### src/rtl/brbop_pkg.sv
// Shared types and constants for the byte ring buffer with overwrite and peek.
// Holds the action codes and the fixed field widths; depends on nothing.
`default_nettype none

package brbop_pkg;

	// Fixed widths of the transaction fields.
	localparam int ACTION_W  = 3;
	localparam int BYTE_W    = 8;
	localparam int AMOUNT_W  = 11;
	localparam int COUNT_W   = 11;

	// Default number of byte entries in the ring.
	localparam int DEPTH_DEF = 1024;

	// Action codes carried by each input transaction.
	typedef enum logic [ACTION_W-1:0] {
		ACT_WRITE     = 3'd0,
		ACT_OVERWRITE = 3'd1,
		ACT_READ      = 3'd2,
		ACT_PEEK      = 3'd3,
		ACT_SKIP      = 3'd4,
		ACT_CLEAR     = 3'd5
	} act_t;

endpackage

`default_nettype wire

### src/rtl/brbop_ctrl.sv
// Head index and fill count of the ring, action decode, memory port control and
// the result register. Depends on brbop_pkg for action codes and field widths.
`default_nettype none

module brbop_ctrl #(
	parameter int DEPTH = brbop_pkg::DEPTH_DEF
) (
	input  wire logic                           clk,
	input  wire logic                           arst_n,
	input  wire logic                           accept,
	input  wire logic [brbop_pkg::ACTION_W-1:0] action,
	input  wire logic [brbop_pkg::AMOUNT_W-1:0] amount,
	output logic                                mem_we,
	output logic      [$clog2(DEPTH)-1:0]       mem_waddr,
	output logic                                mem_re,
	output logic      [$clog2(DEPTH)-1:0]       mem_raddr,
	output logic                                strobe_s1,
	output logic                                sel_s1,
	output logic                                ok_s1,
	output logic      [brbop_pkg::COUNT_W-1:0]  done_s1,
	output logic      [brbop_pkg::COUNT_W-1:0]  fill_s1
);
	import brbop_pkg::*;

	localparam int PTR_W = $clog2(DEPTH);
	localparam int CNT_W = $clog2(DEPTH + 1);
	localparam int W     = (CNT_W > AMOUNT_W) ? CNT_W : AMOUNT_W;

	localparam logic [CNT_W-1:0] CNT_ONE   = CNT_W'(1);
	localparam logic [CNT_W-1:0] CNT_FULL  = CNT_W'(DEPTH);
	localparam logic [W-1:0]     WIDE_ONE  = W'(1);
	localparam logic [PTR_W:0]   SUM_DEPTH = (PTR_W+1)'(DEPTH);

	// Bring a sum below twice the depth back into the ring.
	function automatic logic [PTR_W-1:0] wrap(input logic [PTR_W:0] sum);
		logic [PTR_W:0] diff;
		diff = sum - SUM_DEPTH;
		return (sum >= SUM_DEPTH) ? diff[PTR_W-1:0] : sum[PTR_W-1:0];
	endfunction

	logic [PTR_W-1:0] head_q;
	logic [CNT_W-1:0] fill_q;

	act_t             act;
	logic [W-1:0]     fill_x;
	logic [W-1:0]     amt_x;
	logic [W-1:0]     skip_w;
	logic [CNT_W-1:0] skip_c;
	logic             full;
	logic             empty;
	logic             peek_hit;
	logic [CNT_W-1:0] off;
	logic [PTR_W:0]   sum;
	logic [PTR_W-1:0] pos;

	logic [PTR_W-1:0] head_n;
	logic [CNT_W-1:0] fill_n;
	logic             we_c;
	logic [PTR_W-1:0] waddr_c;
	logic             rd_c;
	logic [PTR_W-1:0] raddr_c;
	logic             ok_c;
	logic [W-1:0]     done_c;
	logic [W-1:0]     fill_nx;

	// Status of the ring and the saturated skip count.
	always_comb begin
		act      = act_t'(action);
		fill_x   = W'(fill_q);
		amt_x    = W'(amount);
		full     = (fill_q == CNT_FULL);
		empty    = (fill_q == '0);
		peek_hit = (amt_x < fill_x);
		skip_w   = (amt_x > fill_x) ? fill_x : amt_x;
		skip_c   = skip_w[CNT_W-1:0];
	end

	// One shared adder moves the head or finds the tail or peek position.
	always_comb begin
		case (act)
			ACT_WRITE:     off = fill_q;
			ACT_OVERWRITE: off = full ? CNT_ONE : fill_q;
			ACT_READ:      off = CNT_ONE;
			ACT_PEEK:      off = peek_hit ? amt_x[CNT_W-1:0] : '0;
			ACT_SKIP:      off = skip_c;
			default:       off = '0;
		endcase
		sum = {1'b0, head_q} + (PTR_W+1)'(off);
		pos = wrap(sum);
	end

	// Action decode: next state, memory access and result fields.
	always_comb begin
		head_n  = head_q;
		fill_n  = fill_q;
		we_c    = 1'b0;
		waddr_c = pos;
		rd_c    = 1'b0;
		raddr_c = pos;
		ok_c    = 1'b0;
		done_c  = '0;
		case (act)
			ACT_WRITE: begin
				if (!full) begin
					we_c   = 1'b1;
					fill_n = fill_q + CNT_ONE;
					ok_c   = 1'b1;
					done_c = WIDE_ONE;
				end
			end
			ACT_OVERWRITE: begin
				we_c   = 1'b1;
				ok_c   = 1'b1;
				done_c = WIDE_ONE;
				if (full) begin
					// The oldest byte is replaced and the head steps past it.
					waddr_c = head_q;
					head_n  = pos;
				end else begin
					fill_n = fill_q + CNT_ONE;
				end
			end
			ACT_READ: begin
				if (!empty) begin
					rd_c    = 1'b1;
					raddr_c = head_q;
					head_n  = pos;
					fill_n  = fill_q - CNT_ONE;
					ok_c    = 1'b1;
					done_c  = WIDE_ONE;
				end
			end
			ACT_PEEK: begin
				if (peek_hit) begin
					rd_c   = 1'b1;
					ok_c   = 1'b1;
					done_c = WIDE_ONE;
				end
			end
			ACT_SKIP: begin
				head_n = pos;
				fill_n = fill_q - skip_c;
				ok_c   = 1'b1;
				done_c = skip_w;
			end
			ACT_CLEAR: begin
				head_n = '0;
				fill_n = '0;
				ok_c   = 1'b1;
			end
			default: begin
			end
		endcase
		fill_nx = W'(fill_n);
	end

	assign mem_we    = accept && we_c;
	assign mem_waddr = waddr_c;
	assign mem_re    = accept && rd_c;
	assign mem_raddr = raddr_c;

	// Ring state and the result strobe.
	always_ff @(posedge clk or negedge arst_n) begin
		if (!arst_n) begin
			head_q    <= '0;
			fill_q    <= '0;
			strobe_s1 <= 1'b0;
		end else begin
			strobe_s1 <= accept;
			if (accept) begin
				head_q <= head_n;
				fill_q <= fill_n;
			end
		end
	end

	// Result payload, captured with each accepted transaction.
	always_ff @(posedge clk) begin
		if (accept) begin
			sel_s1  <= rd_c;
			ok_s1   <= ok_c;
			done_s1 <= done_c[COUNT_W-1:0];
			fill_s1 <= fill_nx[COUNT_W-1:0];
		end
	end

	// The fill count never exceeds the ring size.
	a_fill_bound: assert property (@(posedge clk) disable iff (!arst_n)
		fill_q <= CNT_FULL)
		else $error("fill count beyond ring size");

	// The head always points inside the ring.
	a_head_bound: assert property (@(posedge clk) disable iff (!arst_n)
		head_q < PTR_W'(DEPTH - 1) || head_q == PTR_W'(DEPTH - 1))
		else $error("head index outside ring");

	// A write to a full ring leaves head and fill untouched.
	a_full_write: assert property (@(posedge clk) disable iff (!arst_n)
		(accept && act == ACT_WRITE && full) |=> (fill_q == CNT_FULL && $stable(head_q)))
		else $error("write to full ring changed state");

	// Every accepted transaction yields exactly one result in the next cycle.
	a_one_result: assert property (@(posedge clk) disable iff (!arst_n)
		accept |=> strobe_s1)
		else $error("accepted transaction produced no result");

	// A byte is returned only together with a successful single-byte count.
	a_sel_ok: assert property (@(posedge clk) disable iff (!arst_n)
		(strobe_s1 && sel_s1) |-> (ok_s1 && done_s1 == COUNT_W'(1)))
		else $error("returned byte without success");

endmodule

`default_nettype wire

### config.mk
export PLATFORM = sky130hd
export DESIGN_NAME = brbop_ctrl
export DESIGN_NICKNAME = d
export VERILOG_FILES = /design/src/rtl/brbop_pkg.sv /design/src/rtl/brbop_ctrl.sv
export SDC_FILE = /design/constraint.sdc
export NUM_CORES = 1
export LEC_CHECK = 0
export BUFFER_PORTS_ARGS = -buffer_cell sky130_fd_sc_hd__clkbuf_2
export CAP_MARGIN = 15
export CORE_MARGIN = 10
export CORE_UTILIZATION = 60
export CTS_BUF_LIST = sky130_fd_sc_hd__clkbuf_4
export DETAILED_ROUTE_END_ITERATION = 7
export PLACE_DENSITY = 0.83
export SLEW_MARGIN = 10
export SYNTH_ARGS = -nofsm -noshare
export SYNTH_HDL_FRONTEND = slang
export SYNTH_SLANG_ARGS = --single-unit
### constraint.sdc
create_clock -name clk -period 8.2 [get_ports clk]
set_input_delay 2.05 -clock clk [delete_from_list [all_inputs] [get_ports clk]]
set_output_delay 2.05 -clock clk [all_outputs]
set_load 0.03 [all_outputs]
==> results of run 1 <==
[flip-flops by register name, indices dropped and copies added (netlist names)]
name,count
strobe_s1,1
sel_s1,1
fill_s1,11
head_q,10
fill_q,11
ok_s1,1
done_s1,11
[cell families after synthesis]
kind of cell             share of synthesized area, %
AND/OR/NAND/NOR                                 21.07
buffers and inverters                           4.345
XOR/XNOR                                        4.574
flip-flops                                      29.05
AO/OA/AOI/OAI                                   23.13
adder cells (fa/ha/maj)                         10.35
multiplexers                                    7.490
[power breakdown]
group	leakage [uW]	internal [uW]	switching, uW
registers	0.000530	314	102
logic	0.00167	500	810
clock network	0.0000312	33.5	82.2
[what timing repair did]
item | 4_1_cts | 5_1_grt
setup endpoints to repair | 3 | 4
setup buffers | 0 | 3
pin swaps | 0 | 2
gates resized for setup | 1 | 8
endpoints found under the hold margin | 0 | 0
[synth_stat cells, drive strengths merged (3+ instances only)]
library cell,n
mux2,14
o21ai,31
nand3,13
and3,4
edfxtp,24
inv,20
or3,5
a21oi,33
nand2,48
ha,33
a21o,7
nand3b,4
a2111oi,3
o211ai,4
mux2i,17
dfrtp,22
a31oi,5
nor2b,9
xnor2,20
nand4,9
a211oi,6
o221ai,3
a22o,21
or2,5
o31ai,3
o21a,3
buf,12
nor4,3
o31a,3
nor2,41
nand2b,5
and4,3
clkbuf,11
nor3,13
o21bai,5
[per-layer routing]
metal / track usage (%) / routed length [um]
met1: 30.64 / 5473
met5: 0 / 0
met4: 6.569 / 248
met2: 36.09 / 5990
met3: 4.446 / 1340
[per-stage QoR]
stage	hold WS, ps	total power, uW	setup WS, ps	utilization (%)
finish	586.3	1841	256.4	68.28
global route	612.4	1978	7.403	68.28
CTS	581.0	1811	90.19	67.62
detailed placement	535.4	1691	24.04	66.77
global placement	534.2	1660	186.7	66.77
floorplan	506.2	1370	161.5	-
[worst max-delay path by stage]
stage                    from      endpoint  cells after the start
finish              amount[8]  mem_raddr[8]                     20
global route        amount[6]  mem_waddr[9]                     19
CTS                 amount[9]  mem_raddr[8]                     20
detailed placement  amount[8]  mem_raddr[9]                     18
global placement    amount[9]  mem_waddr[9]                     18
floorplan           amount[6]  mem_waddr[9]                     16
[final cells by class]
class / instances / share of cell area, %
flip-flops and latches: 46 / 25.94
clock inverters: 3 / 0.4341
clock buffers: 5 / 0.7661
inverters: 20 / 1.532
repair buffers: 78 / 8.784
multi-input cells: 400 / 60.01
well taps: 99 / 2.528
==> run summary, run 1 <==
Status = complete, no violations
Wirelength per Cell = 20.05 um
Post-Syn Area = 4377 sq um
Post-CTS Hold Fix Bufs = 0
Post-Place Cell Area = 4791 sq um
Initial antenna violation count = 0
Fraction of registers with async set/reset = 47.83%
Drt total wl = 13050 um
Num CTS Buffers = 5
Cells on worst reg2reg path = 16
Setup CP Type = in -> out
Drt initial violations = 427
Synth Warn # = 0
CTS max path bufs = 2
Max transition margin = 38.61%
Worst flop-to-flop path endpoint = fill_s1[7]
First-pass GRT wire length = 21050 um
Maximum fanout along the worst path = 6
Hold_sp = head_q[2]
DP HPWL = 9844 um
Critical Path Source Type = input port
CTS tree = built
Commonest non-fill, non-tap cell in the layout = clkbuf_2
Reg2Reg Launch Point = fill_q[7]
Crit. End Element = primary output
RSZ-0062 raised after global routing = false
Layout area overhead = 11.95%
Syn nets = 541
Vias/cell = 6.418
Setup TNS = 0 ps
Min-Delay Path Class = reg -> reg
CTS sink count = 46
Top post-synthesis cells by area = edfxtp_1 (16%), dfrtp_1 (13%), ha_1 (9.4%)
Count of final max-slew check failures = 0
Critical Path RT = 6150 ps
Gate Count Post-Synth = 489
Total gr overflow = 0
EDFF count, synth = 24
DR pass1 iterations = 5
IO Pins = 64
# nets final = 603
Clk_skew = 22.71 ps
Fin crit share = 96.87%
DRT antenna net count = 0
Layout cell share with drive strength beyond 1 = 23.37%
Reg clk slew, reported paths = 160 ps
Vias in the first global route = 3947
Synth Register Bits = 46
Dpl cells = 640
Seq. cell area = 1271 sq um
Post-route cell area = 4900 sq um
Count of final setup violators = 0
CP bufs+invs = 3
Root Buffer = clkbuf_4
Worst-Margin Slew = 918.2 ps
Hold Violations, Final = 0
Multi-input gate area = 2940 sq um
Core area = 7176 sq um
FF-to-FF setup slack = 3080 ps
Max_cap viols = 0
Top_reg_cell synth = edfxtp_1
Worst Hold Path Cells = 1
Initial core utilization = 60.99%
Chip Height = 105.4 um
Delay-heaviest family, CP = compound AO/OA/AOI/OAI gates
Total vias in the final route = 4178
Fmax = 125.9 MHz
Worst skew pair latency = 380 ps
Layout fillers = 588
Width of the chip = 105.4 um
Top cell type's share of synthesized area = 16.47%
Largest net degree at the start of global routing = 51
Cell variety after synth = 72
Top cell type by total area after synthesis = edfxtp_1
# rows = 31
Slowest cell on crit path = fa_1
Hold EP = head_q[2]
GRT Total Usage = 22.73%
PortBufs = 63
Leading cell types in the layout, fill and taps excluded = clkbuf_2 (61), nand2_1 (48), nor2_1 (40)
Critical Path, Cell by Cell = clkbuf_2 -> ha_1 -> nand4_1 -> a211oi_2 -> a2111oi_4 -> buf_4 -> nand3_1 -> o21ai_4 -> nand2_1 -> o221ai_1 -> ha_1 -> fa_1 -> a21o_1 -> a21oi_1 -> nor2b_1 -> o21a_1 -> o41ai_2 -> xnor2_1 -> mux2_2 -> clkbuf_2
Min cycle time layout = 7944 ps
DRC = 0
RD Place Congestion = 0.9770
Die ar. = 11110 sq um
Syn avg cell area = 8.950 sq um
Final std cells w/o fill = 651
Max incr delay on CP = 420 ps
Sequential area share after synthesis = 29.05%
Crit path DAT = 5890 ps
CTS H-tree depth = 2
# diodes = 0
Worst vdd ir = 261.7 uV
Pwr dens = 375.8 nW/um^2
Pleak = 0.002235 uW
No activity file was read; power rests on OpenSTA's default activity.
==> inputs of run 2 (changes only) <==
ABC_AREA = 1   (was default)
==> run 2 against run 1 <==
- area after synthesis down 2.8%
- worst setup slack better by 230 ps
- wire length down 1.1%
- register-to-register slack better by 860 ps
- flip-flop and latch count unchanged
- combinational power about the same
- worst hold slack worse by 13 ps
- sequential power about the same
- largest power group unchanged
==> run summary, run 2 <==
Status = complete, no violations (unchanged)
CTS tree = built (unchanged)
# diodes = 0 (unchanged)
Largest net degree at the start of global routing = 45 (was 51)
Pwr dens = 387.2 nW/um^2 (was 375.8 nW/um^2)
Setup TNS = 0 ps (unchanged)
Utilization after layout = 68.61% (was 68.28%)
Top cells by count, synth = nand2_1 (138), inv_1 (77), o21ai_0 (38) (was nand2_1 (48), nor2_1 (40), a21oi_1 (33), ha_1 (33), o21ai_0 (26))
Worst skew pair latency = 370 ps (was 380 ps)
Critical Path RT = 6150 ps (about the same)
# nets final = 692 (was 603)
Crit. End Element = primary output (unchanged)
GRT Total Usage = 23.45% (was 22.73%)
Vias/cell = 5.825 (was 6.418)
RD Place Congestion = 0.9808 (was 0.9770)
Maximum fanout along the worst path = 19 (was 6)
Fraction of registers with async set/reset = 47.83% (unchanged)
Post-Syn Area = 4254 sq um (was 4377 sq um)
CTS sink count = 46 (unchanged)
Most frequent cell after synthesis = nand2_1 (unchanged)
Layout cell share with drive strength beyond 1 = 19.19% (was 23.37%)
Top post-synthesis cells by area = edfxtp_1 (17%), dfrtp_1 (13%), nand2_1 (12%) (was edfxtp_1 (16%), dfrtp_1 (13%), ha_1 (9.4%))
# rows = 30 (was 31)
Gates resized, CTS repair = 0 (was 1)
Synth Register Bits = 46 (unchanged)
Syn avg cell area = 7.322 sq um (was 8.950 sq um)
Seq. cell area = 1271 sq um (unchanged)
First-pass GRT wire length = 21130 um (was 21050 um)
CTS max path bufs = 2 (unchanged)
Total vias in the final route = 4293 (was 4178)
Width of the chip = 104.2 um (was 105.4 um)
Multi-input gate area = 2562 sq um (was 2940 sq um)
Place WS = 499.2 ps (was 24.04 ps)
Total gr overflow = 0 (unchanged)
EDFF count, synth = 24 (unchanged)
Sequential area share after synthesis = 29.88% (was 29.05%)
Top cell type by total area after synthesis = edfxtp_1 (unchanged)
Max transition margin = 43.07% (was 38.61%)
Commonest non-fill, non-tap cell in the layout = nand2_1 (was clkbuf_2)
Critical Path Source Type = input port (unchanged)
Min cycle time layout = 7717 ps (was 7944 ps)
Post-route cell area = 4687 sq um (was 4900 sq um)
Reg clk slew, reported paths = 140 ps (was 160 ps)
Min-Delay Path Class = reg -> reg (unchanged)
Top cell type's share of synthesized area = 16.94% (was 16.47%)
Layout fillers = 600 (was 588)
DR pass1 iterations = 5 (unchanged)
Setup bufs post-CTS = 0 (unchanged)
Crit path DAT = 5670 ps (was 5890 ps)
CTS H-tree depth = 2 (unchanged)
DRT antenna net count = 0 (unchanged)
RSZ-0062 raised after global routing = false (unchanged)
Clk_skew = 12.43 ps (was 22.71 ps)
DP HPWL = 10130 um (was 9844 um)
Top_reg_cell synth = edfxtp_1 (unchanged)
Worst vdd ir = 255.6 uV (was 261.7 uV)
Die ar. = 10860 sq um (was 11110 sq um)
Root Buffer = clkbuf_4 (unchanged)
Initial core utilization = 62.27% (was 60.99%)
Leading cell types in the layout, fill and taps excluded = nand2_1 (138), inv_1 (77), clkbuf_2 (63) (was clkbuf_2 (61), nand2_1 (48), nor2_1 (40))
PortBufs = 63 (unchanged)
Cell variety after synth = 52 (was 72)
Hold Violations, Final = 0 (unchanged)
Largest registers = done_s1: 11 flops, fill_q: 11 flops, fill_s1: 11 flops (unchanged)
Vias in the first global route = 4306 (was 3947)
Chip Height = 104.2 um (was 105.4 um)
Initial antenna violation count = 0 (unchanged)
Drt initial violations = 386 (was 427)
Slack of the critical path = 483.1 ps (was 256.4 ps)
Layout area overhead = 10.18% (was 11.95%)
Fmax = 129.6 MHz (was 125.9 MHz)
Post-CTS Hold Fix Bufs = 0 (unchanged)
Wirelength per Cell = 17.51 um (was 20.05 um)
DRC = 0 (unchanged)
Max_cap viols = 0 (unchanged)
Synth Warn # = 0 (unchanged)
Post-Place Cell Area = 4632 sq um (was 4791 sq um)
Setup CP Type = in -> out (unchanged)
Core area = 6832 sq um (was 7176 sq um)
Pleak = 0.002371 uW (was 0.002235 uW)
Num CTS Buffers = 5 (unchanged)
Worst-Margin Slew = 850.8 ps (was 918.2 ps)
Count of final max-slew check failures = 0 (unchanged)
Syn nets = 633 (was 541)
IO Pins = 64 (unchanged)
Count of final setup violators = 0 (unchanged)
Drt total wl = 12910 um (was 13050 um)
Gate Count Post-Synth = 581 (was 489)
Fin crit share = 94.11% (was 96.87%)
-- run 2: changes by cell type after synthesis, sizes merged, moves of 6 or more --
cell / before / now
o21ai: 31 / 59
inv: 20 / 91
xor2: 2 / 10
clkbuf: 11 / 5
a21o: 7 / 1
nand2: 48 / 145
nand3: 13 / 37
a22o: 21 / 0
mux2: 14 / 0
mux2i: 17 / 0
xnor2: 20 / 2
nor2b: 9 / 0
-- run 2: critical path: stages --
cell	delay (ps)
clkbuf_2	90
ha_1	290
nand2_1	70
nor2_1	200
and2_4	190
nand2_4	60
nand3_4	90
nand2_4	150
nand2_1	100
o21ai_1	100
nand2_1	110
o2111ai_1	140
ha_1	300
fa_1	450
nand3_1	90
nand2_1	120
nand2_1	90
o311ai_0	160
xor2_1	350
nand2_1	80
o21ai_0	100
clkbuf_2	260
-- run 2: area by class of cell --
class / instances / share of cell area [%]
timing repair buffer: 65 / 7.048
multi-input combinational: 430 / 54.67
inverter: 92 / 7.421
clock buffer: 6 / 0.9610
sequential: 46 / 27.12
clock inverter: 2 / 0.2136
tap: 96 / 2.563
-- run 2: power breakdown --
part | switching, uW | internal [uW] | leakage (uW) | total, uW
clock | 77.3 | 36.2 | 0.0000354 | 114
sequential | 97.0 | 317 | 0.000530 | 414
combinational | 892 | 395 | 0.00181 | 1290
total | 1070 | 749 | 0.00237 | 1810
-- run 2: logic make-up after synthesis --
family / after synthesis / share of synthesized area (%)
buffers and inverters: 105 / 9.883
adders and majority gates: 35 / 10.65
and+or+nand+nor: 257 / 28.76
AOI/OAI and AO/OA: 126 / 18.35
DFF: 46 / 29.88
xor gates and xnor gates: 12 / 2.471
-- run 2: worst paths after layout --
path / from / to / slack (ps) / depth (start not counted)
max in group asynchronous: arst_n / head_q[3] / 6070 / 1
min in group asynchronous: arst_n / fill_q[3] / 1680 / 1
max: amount[6] / mem_waddr[8] / 480 / 22
min reg2reg: head_q[4] / head_q[4] / 570 / 2
min: head_q[4] / head_q[4] / 570 / 2
max reg2reg: fill_q[9] / head_q[8] / 3940 / 21
-- run 2: routing by layer --
layer | GRT usage [%] | wire [um] | vias to the layer above
met3 | 4.647 | 985 | 35
met4 | 8.847 | 438 | 0
met5 | 0 | 0 | -
li1 | - | - | 2072
met1 | 28.29 | 5290 | 1985
met2 | 40.09 | 6193 | 201
-- run 2: through the flow --
stage | total power [uW] | cells | hold slack (ps)
6_report | 1815 | 737 | 572.8
3_5_place_dp | 1684 | 729 | 545.8
5_1_grt | 1979 | 737 | 608.1
2_1_floorplan | 1357 | 581 | 502.5
4_1_cts | 1799 | 737 | 580.4
3_3_place_gp | 1662 | 729 | 531.8
==> inputs of run 3 (changes only) <==
CORE_UTILIZATION = 49   (was 60)
PLACE_DENSITY = 0.7   (was 0.83)
==> run 3 against run 2 <==
- total power is 0.12% lower
- clock-buffer cell count is 1 lower
- wire length is 2.9% higher
- maximum frequency is 0.34% higher
- non-clock buffer count is 1 lower
- critical path type unchanged
- largest cell class unchanged
- largest power group unchanged
==> run summary, run 3 (synthesized netlist as in run 2, its figures left out) <==
Fmax = 130.0 MHz (was 129.6 MHz)
DR pass1 iterations = 5 (unchanged)
DP HPWL = 10650 um (was 10130 um)
Critical Path RT = 6150 ps (about the same)
DRT antenna net count = 0 (unchanged)
Hold Violations, Final = 0 (unchanged)
Setup bufs post-CTS = 0 (unchanged)
Min-Delay Path Class = reg -> reg (unchanged)
Reg clk slew, reported paths = 140 ps (about the same)
Pwr Total = 1813 uW (was 1815 uW)
Largest registers = done_s1: 11 flops, fill_q: 11 flops, fill_s1: 11 flops (unchanged)
# nets final = 691 (was 692)
CTS max path bufs = 2 (unchanged)
Critical Path Source Type = input port (unchanged)
Largest net degree at the start of global routing = 45 (unchanged)
Max_cap viols = 0 (unchanged)
Utilization after layout = 56.23% (was 68.61%)
Width of the chip = 113.2 um (was 104.2 um)
Initial core utilization = 51.01% (was 62.27%)
CTS tree = built (unchanged)
CTS H-tree depth = 2 (unchanged)
Setup CP Type = in -> out (unchanged)
Pwr dens = 386.5 nW/um^2 (was 387.2 nW/um^2)
Gate power share = 71.2% (was 70.9%)
Seq pwr share = 22.6% (was 22.8%)
DRC = 0 (unchanged)
Worst skew pair latency = 390 ps (was 370 ps)
Drt initial violations = 254 (was 386)
Vias/cell = 5.595 (was 5.825)
# rows = 33 (was 30)
Max transition margin = 40.06% (was 43.07%)
Total gr overflow = 0 (unchanged)
# diodes = 0 (unchanged)
Wirelength per Cell = 17.83 um (was 17.51 um)
IO Pins = 64 (unchanged)
NetSw = 1069 uW (was 1066 uW)
Crit. End Element = primary output (unchanged)
Initial antenna violation count = 0 (unchanged)
Reg2Reg Launch Point = fill_q[6] (was fill_q[9])
Total vias in the final route = 4168 (was 4293)
Maximum fanout along the worst path = 19 (unchanged)
Post-CTS Hold Fix Bufs = 0 (unchanged)
Num CTS Buffers = 5 (unchanged)
Layout area overhead = 10.24% (was 10.18%)
CTS sink count = 46 (unchanged)
Setup crit start = amount[6] (unchanged)
Sw Ratio = 59.00% (was 58.75%)
RD Place Congestion = 0.9380 (was 0.9808)
PortBufs = 63 (unchanged)
Hold_sp = head_q[6] (was head_q[4])
Chip Height = 113.2 um (was 104.2 um)
GRT Total Usage = 20.63% (was 23.45%)
Layout cell share with drive strength beyond 1 = 18.91% (was 19.19%)
Min cycle time layout = 7691 ps (was 7717 ps)
RSZ-0062 raised after global routing = false (unchanged)
Leading cell types in the layout, fill and taps excluded = nand2_1 (138), inv_1 (77), clkbuf_2 (63) (unchanged)
Commonest non-fill, non-tap cell in the layout = nand2_1 (unchanged)
Die ar. = 12810 sq um (was 10860 sq um)
Clk_skew = 19.37 ps (was 12.43 ps)
Cell-internal power = 743.1 uW (was 748.6 uW)
Core area = 8341 sq um (was 6832 sq um)
Pleak = 0.002359 uW (was 0.002371 uW)
Vias in the first global route = 4199 (was 4306)
Count of final setup violators = 0 (unchanged)
Drt total wl = 13280 um (was 12910 um)
Gates resized, CTS repair = 0 (unchanged)
Crit path DAT = 5640 ps (was 5670 ps)
Root Buffer = clkbuf_4 (unchanged)
Worst-Margin Slew = 895.8 ps (was 850.8 ps)
Fin crit share = 93.79% (was 94.11%)
Count of final max-slew check failures = 0 (unchanged)
Clock power frac = 6.3% (about the same)
First-pass GRT wire length = 21460 um (was 21130 um)
Setup TNS = 0 ps (unchanged)
Worst vdd ir = 291.0 uV (was 255.6 uV)
Status = complete, no violations (unchanged)
run 3: metrics by stage:
| step | instance area (sq um) | hold WS [ps] | std cells | worst slack (ps) |
|---|---|---|---|---|
| final | 4690 | 580.0 | 745 | 509.3 |
| after global placement | 4636 | 539.7 | 737 | 514.3 |
| after global routing | 4690 | 611.4 | 745 | 212.4 |
| after floorplan | 4254 | 502.5 | 581 | 941.0 |
| after detailed placement | 4636 | 550.2 | 737 | 510.9 |
| after CTS | 4690 | 585.8 | 745 | 487.3 |
run 3: cell type report:
type | count | area, sq um
fill | 837 | 3651
multi-input combinational | 430 | 2562
sequential | 46 | 1271
inverter | 92 | 347.8
timing repair buffer | 64 | 322.8
tap | 105 | 131.4
clock buffer | 5 | 37.54
clock inverter | 3 | 16.27
run 3: power by group through the flow:
stage	Clock [uW]	Sequential (uW)	Combinational [uW]
after floorplan	0	415	942
after global placement	0	413	1270
after detailed placement	0	413	1280
after CTS	117	408	1290
after global routing	125	422	1450
final	114	409	1290
run 3: final timing paths:
path	end	depth (start not counted)	slack [ps]
min in group asynchronous	head_q[3]	1	1690
max	mem_waddr[8]	22	510
max reg2reg	head_q[8]	21	4010
max in group asynchronous	fill_q[4]	1	6060
min	head_q[6]	2	580
min reg2reg	head_q[6]	2	580
run 3: layer usage:
layer	track usage, %	vias to the layer above	wire, um
met5	0	-	0
li1	-	2070	-
met4	5.753	0	240
met3	4.437	21	836
met1	24.39	1948	5526
met2	36.60	129	6676
run 3: critical path, stage by stage:
cell	delay, ps
clkbuf_2	90
ha_1	290
nand2_1	80
nor2_1	200
and2_4	190
nand2_4	60
nand3_4	90
nand2_4	150
nand2_1	90
o21ai_1	90
nand2_1	100
o2111ai_1	150
ha_1	300
fa_1	440
nand3_1	90
nand2_1	120
nand2_1	90
o311ai_0	210
xor2_1	310
nand2_1	80
o21ai_0	100
clkbuf_2	260
